--- config.mk ---
export PLATFORM = sky130hd
export DESIGN_NAME = classifier_uncertainty_measure_flat
export DESIGN_NICKNAME = d
export VERILOG_FILES = /design/src/rtl/cum_pkg.sv /design/src/rtl/cum_if.sv /design/src/rtl/classifier_uncertainty_measure.sv /design/src/flat_wrapper.sv
export SDC_FILE = /design/constraint.sdc
export NUM_CORES = 2
export LEC_CHECK = 0
export BUFFER_PORTS_ARGS = -buffer_cell sky130_fd_sc_hd__buf_2
export CORE_UTILIZATION = 65
export DETAILED_ROUTE_END_ITERATION = 10
export HOLD_SLACK_MARGIN = 0.05
export PLACE_DENSITY_LB_ADDON = 0.3
export SLEW_MARGIN = 40
export SYNTH_ARGS = -nofsm -noshare
export SYNTH_HDL_FRONTEND = slang
export SYNTH_SLANG_ARGS = --single-unit
export TNS_END_PERCENT = 10
--- constraint.sdc ---
create_clock -name clk -period 32.9 [get_ports clk]
set_clock_uncertainty 0.2 [all_clocks]
set_input_delay 8.225 -clock clk [delete_from_list [all_inputs] [get_ports clk]]
set_output_delay 8.225 -clock clk [all_outputs]
set_load 0.01 [all_outputs]
--- src/rtl/cum_pkg.sv ---
// Shared types, widths, register codes and the log2 fraction table
// for the classifier uncertainty measure. No dependencies.
package cum_pkg;

	// input probability format, signed Q1.16
	localparam int PROB_W         = 18;
	localparam int PROB_FRAC_BITS = 16;
	localparam int MAG_W          = PROB_W - 1;

	// row limits and accumulator widths
	localparam int MAX_CLASSES = 256;
	localparam int CNT_W       = 13;
	localparam int SUM_W       = 25;
	localparam int ACC_W       = 24;
	localparam int OUT_W       = 20;
	localparam int TOL_W       = 17;
	localparam int MODE_W      = 2;

	// entropy term datapath
	localparam int LOG_TABLE_BITS = 6;
	localparam int LOG_ROM_SIZE   = 1 << LOG_TABLE_BITS;
	localparam int LOG_FRAC_W     = 16;
	localparam int LOD_W          = 5;
	localparam int NL_W           = LOD_W + LOG_FRAC_W;
	localparam int PROD_W         = PROB_FRAC_BITS + NL_W;
	localparam int TERM_W         = PROD_W - PROB_FRAC_BITS;

	// configuration port
	localparam int CFG_IDX_W  = 2;
	localparam int CFG_DATA_W = 20;

	typedef logic signed [PROB_W-1:0] prob_t;
	typedef logic [MODE_W-1:0]        mode_t;
	typedef logic [CFG_IDX_W-1:0]     cfg_idx_t;
	typedef logic [OUT_W-1:0]         measure_t;

	// measure selection codes
	localparam mode_t MODE_ENTROPY = 2'd0;
	localparam mode_t MODE_MARGIN  = 2'd1;
	localparam mode_t MODE_MAXCONF = 2'd2;

	// register indexes
	localparam cfg_idx_t CFG_MEASURE_MODE = 2'd0;
	localparam cfg_idx_t CFG_REJECT_THR   = 2'd1;
	localparam cfg_idx_t CFG_SUM_TOL      = 2'd2;

	localparam logic [TOL_W-1:0] SUM_TOL_RESET = 17'd66;

	// per-row running state
	typedef struct packed {
		logic [SUM_W-1:0]  sum;
		logic [ACC_W-1:0]  acc;
		prob_t             top1;
		prob_t             top2;
		logic [CNT_W-1:0]  cnt;
		logic              bad;
	} row_t;

	localparam row_t ROW_CLEAR = '{
		sum:  '0,
		acc:  '0,
		top1: '1,
		top2: '1,
		cnt:  '0,
		bad:  1'b0
	};

	// floor(log2(1 + i/2^LOG_TABLE_BITS)) in Q16 by repeated squaring of a Q30 mantissa
	typedef logic [LOG_FRAC_W-1:0] log_rom_t [LOG_ROM_SIZE];

	function automatic log_rom_t build_log_rom();
		log_rom_t    rom;
		logic [63:0] x;
		logic [LOG_FRAC_W-1:0] l;
		for (int i = 0; i < LOG_ROM_SIZE; i++) begin
			x = 64'(LOG_ROM_SIZE + i) << (30 - LOG_TABLE_BITS);
			l = '0;
			for (int k = LOG_FRAC_W - 1; k >= 0; k--) begin
				x = (x * x) >> 30;
				if (x >= (64'd2 << 30)) begin
					l[k] = 1'b1;
					x    = x >> 1;
				end
			end
			rom[i] = l;
		end
		return rom;
	endfunction

	localparam log_rom_t LOG_ROM = build_log_rom();

endpackage

--- src/rtl/cum_if.sv ---
// Valid/ready channel interfaces for the classifier uncertainty measure:
// probability stream, result stream and configuration writes. Uses cum_pkg.

interface cum_in_if import cum_pkg::*; ();
	logic  valid;
	logic  ready;
	prob_t prob;
	logic  row_end;

	modport source (output valid, prob, row_end, input ready);
	modport sink   (input valid, prob, row_end, output ready);
endinterface

interface cum_out_if import cum_pkg::*; ();
	logic     valid;
	logic     ready;
	logic     row_valid;
	measure_t measure_value;
	logic     rejected;

	modport source (output valid, row_valid, measure_value, rejected, input ready);
	modport sink   (input valid, row_valid, measure_value, rejected, output ready);
endinterface

interface cum_cfg_if import cum_pkg::*; ();
	logic                  valid;
	logic                  ready;
	cfg_idx_t              reg_index;
	logic [CFG_DATA_W-1:0] wdata;

	modport source (output valid, reg_index, wdata, input ready);
	modport sink   (input valid, reg_index, wdata, output ready);
endinterface

--- src/rtl/classifier_uncertainty_measure.sv ---
// Classifier uncertainty measure: entropy, top-two margin or maximum confidence
// over a streamed row of class probabilities. Uses cum_pkg and the cum_*_if interfaces.
//
// Channels:
//   sample - one probability per transaction (signed Q1.16), row_end on the last one.
//   result - one transaction per row: row_valid, measure_value (Q4.16), rejected.
//   cfg    - register writes (measure_mode, reject_threshold, sum_tolerance);
//            always ready, a write takes effect on the next cycle. Write only when idle.
// Throughput: one probability per cycle, sustained, across row boundaries, unless the stall below drops sample.ready.
// Path: the last element of a row passes the input register, the entropy term
//   with its multiplier, the row accumulate and the result register, which
//   shows the result of the row.
// Stall: a result waiting on result.ready holds the result register; the next
//   finished row waits in stage 3, and sample.ready drops only once the row end
//   of a third row waits in stage 2 behind them, so non-final elements keep
//   flowing while a result is held.
// Reset: arst_n clears the pipeline valid bits and the row state and sets the
//   registers to entropy mode, threshold 0, sum tolerance 66.
module classifier_uncertainty_measure
	import cum_pkg::*;
(
	input  logic      clk,
	input  logic      arst_n,
	cum_in_if.sink    sample,
	cum_out_if.source result,
	cum_cfg_if.sink   cfg
);

	// configuration registers
	mode_t             mode_q;
	logic [OUT_W-1:0]  thr_q;
	logic [TOL_W-1:0]  tol_q;

	// stage 1: input register
	logic  v1;
	prob_t prob_s1;
	logic  end_s1;

	// stage 2: entropy term
	logic              v2;
	logic [TERM_W-1:0] term_s2;
	logic [MAG_W-1:0]  mag_s2;
	logic              neg_s2;
	logic              end_s2;

	// row state and stage 3 snapshot of a finished row
	row_t row_q;
	row_t row_nx;
	logic v3;
	row_t row_s3;

	// result register
	logic     out_valid_q;
	logic     row_valid_q;
	measure_t value_q;
	logic     rej_q;

	// flow control
	logic out_en;
	logic s3_free;
	logic s2_go;
	logic s2_free;

	assign out_en  = !out_valid_q || result.ready;
	assign s3_free = !v3 || out_en;
	assign s2_go   = v2 && (!end_s2 || s3_free);
	assign s2_free = !v2 || s2_go;

	assign sample.ready = !v1 || s2_free;
	assign cfg.ready    = 1'b1;

	assign result.valid         = out_valid_q;
	assign result.row_valid     = row_valid_q;
	assign result.measure_value = value_q;
	assign result.rejected      = rej_q;

	// hold configuration registers
	always_ff @(posedge clk or negedge arst_n) begin
		if (!arst_n) begin
			mode_q <= MODE_ENTROPY;
			thr_q  <= '0;
			tol_q  <= SUM_TOL_RESET;
		end else if (cfg.valid) begin
			unique case (cfg.reg_index)
				CFG_MEASURE_MODE: mode_q <= cfg.wdata[MODE_W-1:0];
				CFG_REJECT_THR:   thr_q  <= cfg.wdata[OUT_W-1:0];
				CFG_SUM_TOL:      tol_q  <= cfg.wdata[TOL_W-1:0];
				default: ;
			endcase
		end
	end

	// stage 1 entropy term: leading one, table index, -log2 and product
	logic [MAG_W-1:0]                mag_s1;
	logic [LOD_W-1:0]                lead;
	logic [MAG_W+LOG_TABLE_BITS-1:0] shifted;
	logic [LOG_TABLE_BITS-1:0]       rom_idx;
	logic [LOG_FRAC_W-1:0]           rom_l;
	logic [NL_W-1:0]                 nl;
	logic [PROD_W-1:0]               prod;
	logic [TERM_W-1:0]               term;

	assign mag_s1 = prob_s1[MAG_W-1:0];

	always_comb begin
		lead = '0;
		for (int b = 0; b < MAG_W; b++) begin
			if (mag_s1[b]) lead = LOD_W'(b);
		end
	end

	assign shifted = ({{LOG_TABLE_BITS{1'b0}}, mag_s1} << LOG_TABLE_BITS) >> lead;
	assign rom_idx = shifted[LOG_TABLE_BITS-1:0];
	assign rom_l   = LOG_ROM[rom_idx];
	assign nl      = {LOD_W'(PROB_FRAC_BITS) - lead, {LOG_FRAC_W{1'b0}}}
	               - {{LOD_W{1'b0}}, rom_l};
	assign prod    = {{NL_W{1'b0}}, mag_s1[PROB_FRAC_BITS-1:0]} * {{PROB_FRAC_BITS{1'b0}}, nl};

	// drop the term at or above one, where -log2 is not positive
	assign term = (lead < LOD_W'(PROB_FRAC_BITS)) ? prod[PROD_W-1:PROB_FRAC_BITS] : '0;

	// advance stages 1 and 2
	always_ff @(posedge clk or negedge arst_n) begin
		if (!arst_n) begin
			v1 <= 1'b0;
			v2 <= 1'b0;
		end else begin
			if (sample.valid && sample.ready) begin
				v1 <= 1'b1;
			end else if (s2_free) begin
				v1 <= 1'b0;
			end
			if (s2_free) begin
				v2 <= v1;
			end
		end
	end

	always_ff @(posedge clk) begin
		if (sample.valid && sample.ready) begin
			prob_s1 <= sample.prob;
			end_s1  <= sample.row_end;
		end
		if (s2_free && v1) begin
			term_s2 <= term;
			mag_s2  <= mag_s1;
			neg_s2  <= prob_s1[PROB_W-1];
			end_s2  <= end_s1;
		end
	end

	// stage 2 row update: count, saturating sum and entropy, top two
	logic [SUM_W:0] sum_w;
	logic [ACC_W:0] acc_w;
	prob_t          p_s2;

	assign p_s2 = {1'b0, mag_s2};

	always_comb begin
		row_nx = row_q;
		sum_w  = {1'b0, row_q.sum} + (SUM_W+1)'(mag_s2);
		acc_w  = {1'b0, row_q.acc} + (ACC_W+1)'(term_s2);
		if (row_q.cnt != '1) row_nx.cnt = row_q.cnt + 1'b1;
		if (neg_s2) begin
			row_nx.bad = 1'b1;
		end else begin
			row_nx.sum = sum_w[SUM_W] ? '1 : sum_w[SUM_W-1:0];
			row_nx.acc = acc_w[ACC_W] ? '1 : acc_w[ACC_W-1:0];
			if (p_s2 > row_q.top1) begin
				row_nx.top2 = row_q.top1;
				row_nx.top1 = p_s2;
			end else if (p_s2 > row_q.top2) begin
				row_nx.top2 = p_s2;
			end
		end
	end

	// hold row state; on row end hand the row to stage 3 and clear
	always_ff @(posedge clk or negedge arst_n) begin
		if (!arst_n) begin
			row_q <= ROW_CLEAR;
			v3    <= 1'b0;
		end else begin
			if (s2_go) begin
				row_q <= end_s2 ? ROW_CLEAR : row_nx;
			end
			if (s2_go && end_s2) begin
				v3 <= 1'b1;
			end else if (out_en) begin
				v3 <= 1'b0;
			end
		end
	end

	always_ff @(posedge clk) begin
		if (s2_go && end_s2) begin
			row_s3 <= row_nx;
		end
	end

	// stage 3 result: row checks, measure select, threshold test
	function automatic measure_t to_q16(logic [MAG_W-1:0] v);
		logic [MAG_W+16-1:0] w;
		w = ({16'b0, v} << 16) >> PROB_FRAC_BITS;
		return (w > (MAG_W+16)'({OUT_W{1'b1}})) ? '1 : w[OUT_W-1:0];
	endfunction

	localparam logic [SUM_W-1:0] SUM_ONE = SUM_W'(1 << PROB_FRAC_BITS);

	logic [SUM_W-1:0] diff;
	logic             ok;
	prob_t            margin;
	measure_t         value;
	logic             rej;

	assign diff   = (row_s3.sum >= SUM_ONE) ? row_s3.sum - SUM_ONE : SUM_ONE - row_s3.sum;
	assign margin = row_s3.top1 - row_s3.top2;
	assign ok     = !row_s3.bad && (diff <= SUM_W'(tol_q))
	              && (row_s3.cnt <= CNT_W'(MAX_CLASSES));

	always_comb begin
		value = '0;
		rej   = 1'b0;
		case (mode_q)
			MODE_ENTROPY: begin
				value = (row_s3.acc[ACC_W-1:OUT_W] != '0) ? '1 : row_s3.acc[OUT_W-1:0];
				rej   = value >= thr_q;
			end
			MODE_MARGIN: begin
				value = (row_s3.cnt < CNT_W'(2)) ? '0 : to_q16(margin[MAG_W-1:0]);
				rej   = value <= thr_q;
			end
			default: begin
				value = (row_s3.top1 > 0) ? to_q16(row_s3.top1[MAG_W-1:0]) : '0;
				rej   = value <= thr_q;
			end
		endcase
		if (!ok) begin
			value = '0;
			rej   = 1'b0;
		end
	end

	// hold the result until the receiver takes it
	always_ff @(posedge clk or negedge arst_n) begin
		if (!arst_n) begin
			out_valid_q <= 1'b0;
		end else if (out_en) begin
			out_valid_q <= v3;
		end
	end

	always_ff @(posedge clk) begin
		if (out_en && v3) begin
			row_valid_q <= ok;
			value_q     <= value;
			rej_q       <= rej;
		end
	end

endmodule

--- src/flat_wrapper.sv ---
// flat-port wrapper written by rule: the top's interface ports become plain ports
module classifier_uncertainty_measure_flat import cum_pkg::*;
  (clk, arst_n, sample_valid, sample_prob, sample_row_end, sample_ready, result_valid, result_row_valid, result_measure_value, result_rejected, result_ready, cfg_valid, cfg_reg_index, cfg_wdata, cfg_ready);
  cum_in_if sample_i ();
  cum_out_if result_i ();
  cum_cfg_if cfg_i ();
  input  logic clk;
  input  logic arst_n;
  input wire logic [$bits(sample_i.valid)-1:0] sample_valid;
  input wire logic [$bits(sample_i.prob)-1:0] sample_prob;
  input wire logic [$bits(sample_i.row_end)-1:0] sample_row_end;
  output wire logic [$bits(sample_i.ready)-1:0] sample_ready;
  output wire logic [$bits(result_i.valid)-1:0] result_valid;
  output wire logic [$bits(result_i.row_valid)-1:0] result_row_valid;
  output wire logic [$bits(result_i.measure_value)-1:0] result_measure_value;
  output wire logic [$bits(result_i.rejected)-1:0] result_rejected;
  input wire logic [$bits(result_i.ready)-1:0] result_ready;
  input wire logic [$bits(cfg_i.valid)-1:0] cfg_valid;
  input wire logic [$bits(cfg_i.reg_index)-1:0] cfg_reg_index;
  input wire logic [$bits(cfg_i.wdata)-1:0] cfg_wdata;
  output wire logic [$bits(cfg_i.ready)-1:0] cfg_ready;
  assign sample_i.valid = sample_valid;
  assign sample_i.prob = sample_prob;
  assign sample_i.row_end = sample_row_end;
  assign sample_ready = sample_i.ready;
  assign result_valid = result_i.valid;
  assign result_row_valid = result_i.row_valid;
  assign result_measure_value = result_i.measure_value;
  assign result_rejected = result_i.rejected;
  assign result_i.ready = result_ready;
  assign cfg_i.valid = cfg_valid;
  assign cfg_i.reg_index = cfg_reg_index;
  assign cfg_i.wdata = cfg_wdata;
  assign cfg_ready = cfg_i.ready;
  classifier_uncertainty_measure u_core (.clk(clk), .arst_n(arst_n), .sample(sample_i), .result(result_i), .cfg(cfg_i));
endmodule
==> results.sh <==
export IMPL_outcome="finished, final reports clean"
export IMPL_finalSetupTns_ps=0
export IMPL_ys_ff_latch=321
export IMPL_root_buffer="clkbuf_16"
export IMPL_slowest_stage="nor2b_1"
export IMPL_clkLatencyLatePin_ps=540
export IMPL_cts_resized=0
export IMPL_worst_r2r_path_depth=41
export IMPL_grt_antenna_before_repair=3
export IMPL_maxCapViolCount=0
export IMPL_hold_viol_final=0
export IMPL_rows=80
export IMPL_fillers=3549
export IMPL_synth_compound_area_share_pct=14.5
export IMPL_syn_nets=4027
export IMPL_clock_sinks=321
export IMPL_die_area_mm2=0.0501
export IMPL_nets=4015
export IMPL_final_max_slew_viol_count=0
export IMPL_postCtsSetupBuffers=0
export IMPL_ys_types=111
export IMPL_final_common_cell="inv_1"
export IMPL_synthSimpleGateAreaFrac_pct=16.4
export IMPL_r2r_end="u_core.term_s2[15]"
export IMPL_path_max_fanout=5
export IMPL_cts_buffer_depth=3
export IMPL_initial_utilization_pct=66.5
export IMPL_endpoint="sample_ready"
export IMPL_avgViaCountPerCell=6.30
export IMPL_htree_levels=2
export IMPL_grt_pass1_wl_um=136000
export IMPL_critPathKind="in2out"
export IMPL_yosys_area_top_type_share_pct=16.8
export IMPL_final_core_util_pct=71.1
export IMPL_grt_max_degree=81
export IMPL_gr_total_overflow=0
export IMPL_drc_errors=0
export IMPL_fin_crit_sh_pct=53.9
export IMPL_drive_gt1_share_pct=10.2
export IMPL_wire_per_inst_um=20.8
export IMPL_crit_path_max_incr_delay_ps=340
export IMPL_tightest_slew_ps=865
export IMPL_whs_ps=220
export IMPL_ant_nets=0
export IMPL_cp_common_cell="buf_2"
export IMPL_ys_seq_area_share_pct=28.0
export IMPL_syn_area_mm2=0.0320
export IMPL_yosys_most_used_dff="edfxtp_1"
export IMPL_portBuffers=69
export IMPL_yosys_area_top_type="edfxtp_1"
export IMPL_multi_input_area_mm2=0.0206
export IMPL_synth_fa_ha_area_share_pct=27.7
export IMPL_place_area_mm2=0.0330
export IMPL_synth_warnings=0
export IMPL_arrival_ps=9310
export IMPL_drt_wl_total_um=85300
export IMPL_setup_violations=0
export IMPL_path_clk_slew_ps=60
export IMPL_fin_crit_ps=17740
export IMPL_hold_buffers=0
export IMPL_grt_util_all_layers_pct=34.4
export IMPL_syn_avg_cell_area_um2=9.33
export IMPL_min_path_type="reg2reg"
export IMPL_gp_congestion=0.964
export IMPL_seq_area_mm2=0.00898
export IMPL_synth_xor_area_share_pct=2.89
export IMPL_yosys_top_cells_area="edfxtp_1 17%, fa_1 17%, ha_1 11%"
export IMPL_fmax_ghz=0.0564
export IMPL_vias=25800
export IMPL_core_area_mm2=0.0481
export IMPL_dp_hpwl_um=62400
export IMPL_ios=71
export IMPL_maxSlewHeadroom_pct=42.3
export IMPL_cp_required_ps=24470
export IMPL_dieWidth_um=224
export IMPL_synthArstFlopShare_pct=44.2
export IMPL_numCtsBuffers=35
export IMPL_crit_chain="buf_2 -> nor2b_1 -> nand4_1 -> inv_1 -> nand2_1 -> buf_2"
export IMPL_layout_common_cells="474 x inv_1, 330 x nand2_1, 283 x ha_1"
export IMPL_start_kind="input pin"
export IMPL_synth_top_family_by_area="adder cells"
export IMPL_startpoint="result_ready"
export IMPL_r2r_setup_slack_ps=18700
export IMPL_r2r_start="u_core.prob_s1[16]"
export IMPL_endpoint_kind="output port"
export IMPL_grt_pass1_vias=26100
export IMPL_grt_setup_unrepaired="false"
export IMPL_drt_first_iter_violations=2448
export IMPL_final_area_mm2=0.0342
export IMPL_netlist_instances=3432
export IMPL_synthMuxAreaShare_pct=2.23
export IMPL_drt_pre_antenna_iters=5
export IMPL_syn_to_final_growth_pct=6.91
export IMPL_synth_edf_count=179
export IMPL_die_y_um=224
export IMPL_cts_tree="yes"
==> metrics by stage <==
stage                     std cells  setup slack [ps]
after floorplan                3432             15730
after detailed placement       4037             15190
after global routing           4103             15090
after global placement         4035             15210
final                          4103             15160
after CTS                      4099             15180
==> critical path: cells and delay by family <==
kind	cells	cell delay, ps
and+or+nand+nor	3	700
buffers and inverters	3	380
==> sequential cells by signal, summed over array words and instances (netlist names), 2 cells and up <==
| register | flops |
|---|---|
| u_core.prob_s1 | 18 |
| u_core.tol_q | 17 |
| u_core.mag_s2 | 17 |
| u_core.result.measure_value | 20 |
| u_core.thr_q | 20 |
| u_core.mode_q | 2 |
| u_core.row_q | 99 |
| u_core.term_s2 | 21 |
| u_core.row_s3 | 98 |
==> logic make-up after synthesis <==
| group | after synthesis |
|---|---|
| adder cells (fa/ha/maj) | 549 |
| AND/OR/NAND/NOR | 1055 |
| flip-flops | 321 |
| AO/OA/AOI/OAI | 687 |
| buffers and inverters | 651 |
| XOR/XNOR | 104 |
| multiplexers | 64 |
| other | 1 |
==> layout make-up <==
cell class                      instances  area share (%)
Antenna cell                            2          0.0146
Timing Repair Buffer                  124            2.32
Inverter                              478            5.25
Sequential cell                       321            26.2
Clock inverter                         20           0.647
Tap cell                              656            2.40
Multi-Input combinational cell       2460            60.3
Clock buffer                           42            2.85
==> routing by layer <==
layer	wire length, um	GRT usage, %	vias up
met2	40200	56.1	1233
met3	7470	5.75	268
met5	0	0	-
li1	-	-	11600
met1	34200	45.3	12700
met4	3410	15.1	0
==> synthesized netlist by cell type (all sizes together) (8+ instances only) <==
cell type / n
a211oi: 26
nand3: 44
mux2i: 18
a21o: 38
o22a: 20
nor2b: 49
xor2: 41
o31ai: 11
nand4: 30
and2: 161
o21bai: 10
or3: 13
a2bb2oi: 17
a21boi: 10
a221oi: 14
nor3b: 8
a22o: 41
fa: 266
edfxtp: 179
and3: 20
o21a: 16
xnor2: 63
nand2b: 55
clkbuf: 122
buf: 51
nor2: 233
o22ai: 33
a31oi: 25
nor4: 23
mux2: 45
nor3: 48
a311oi: 12
a21oi: 183
a222oi: 13
nand2: 333
o21ai: 135
ha: 283
inv: 478
o211ai: 21
or2: 13
dfrtp: 104
dfstp: 38
==> how the worst min path moves through the flow <==
stage / startpoint / endpoint / slack, ps / cells past startpoint
6_report: u_core.end_s1 / u_core.end_s2 / 220 / 0
5_1_grt: u_core.prob_s1[17] / u_core.neg_s2 / 220 / 0
4_1_cts: u_core.prob_s1[17] / u_core.neg_s2 / 220 / 0
3_5_place_dp: u_core.prob_s1[17] / u_core.neg_s2 / 210 / 0
3_3_place_gp: u_core.prob_s1[17] / u_core.neg_s2 / 200 / 0
2_1_floorplan: u_core.end_s1 / u_core.end_s2 / 200 / 0
Power is left out: the tool's default activity adds up to more than one toggle a clock period on the data nets, which glitch-free logic cannot reach.
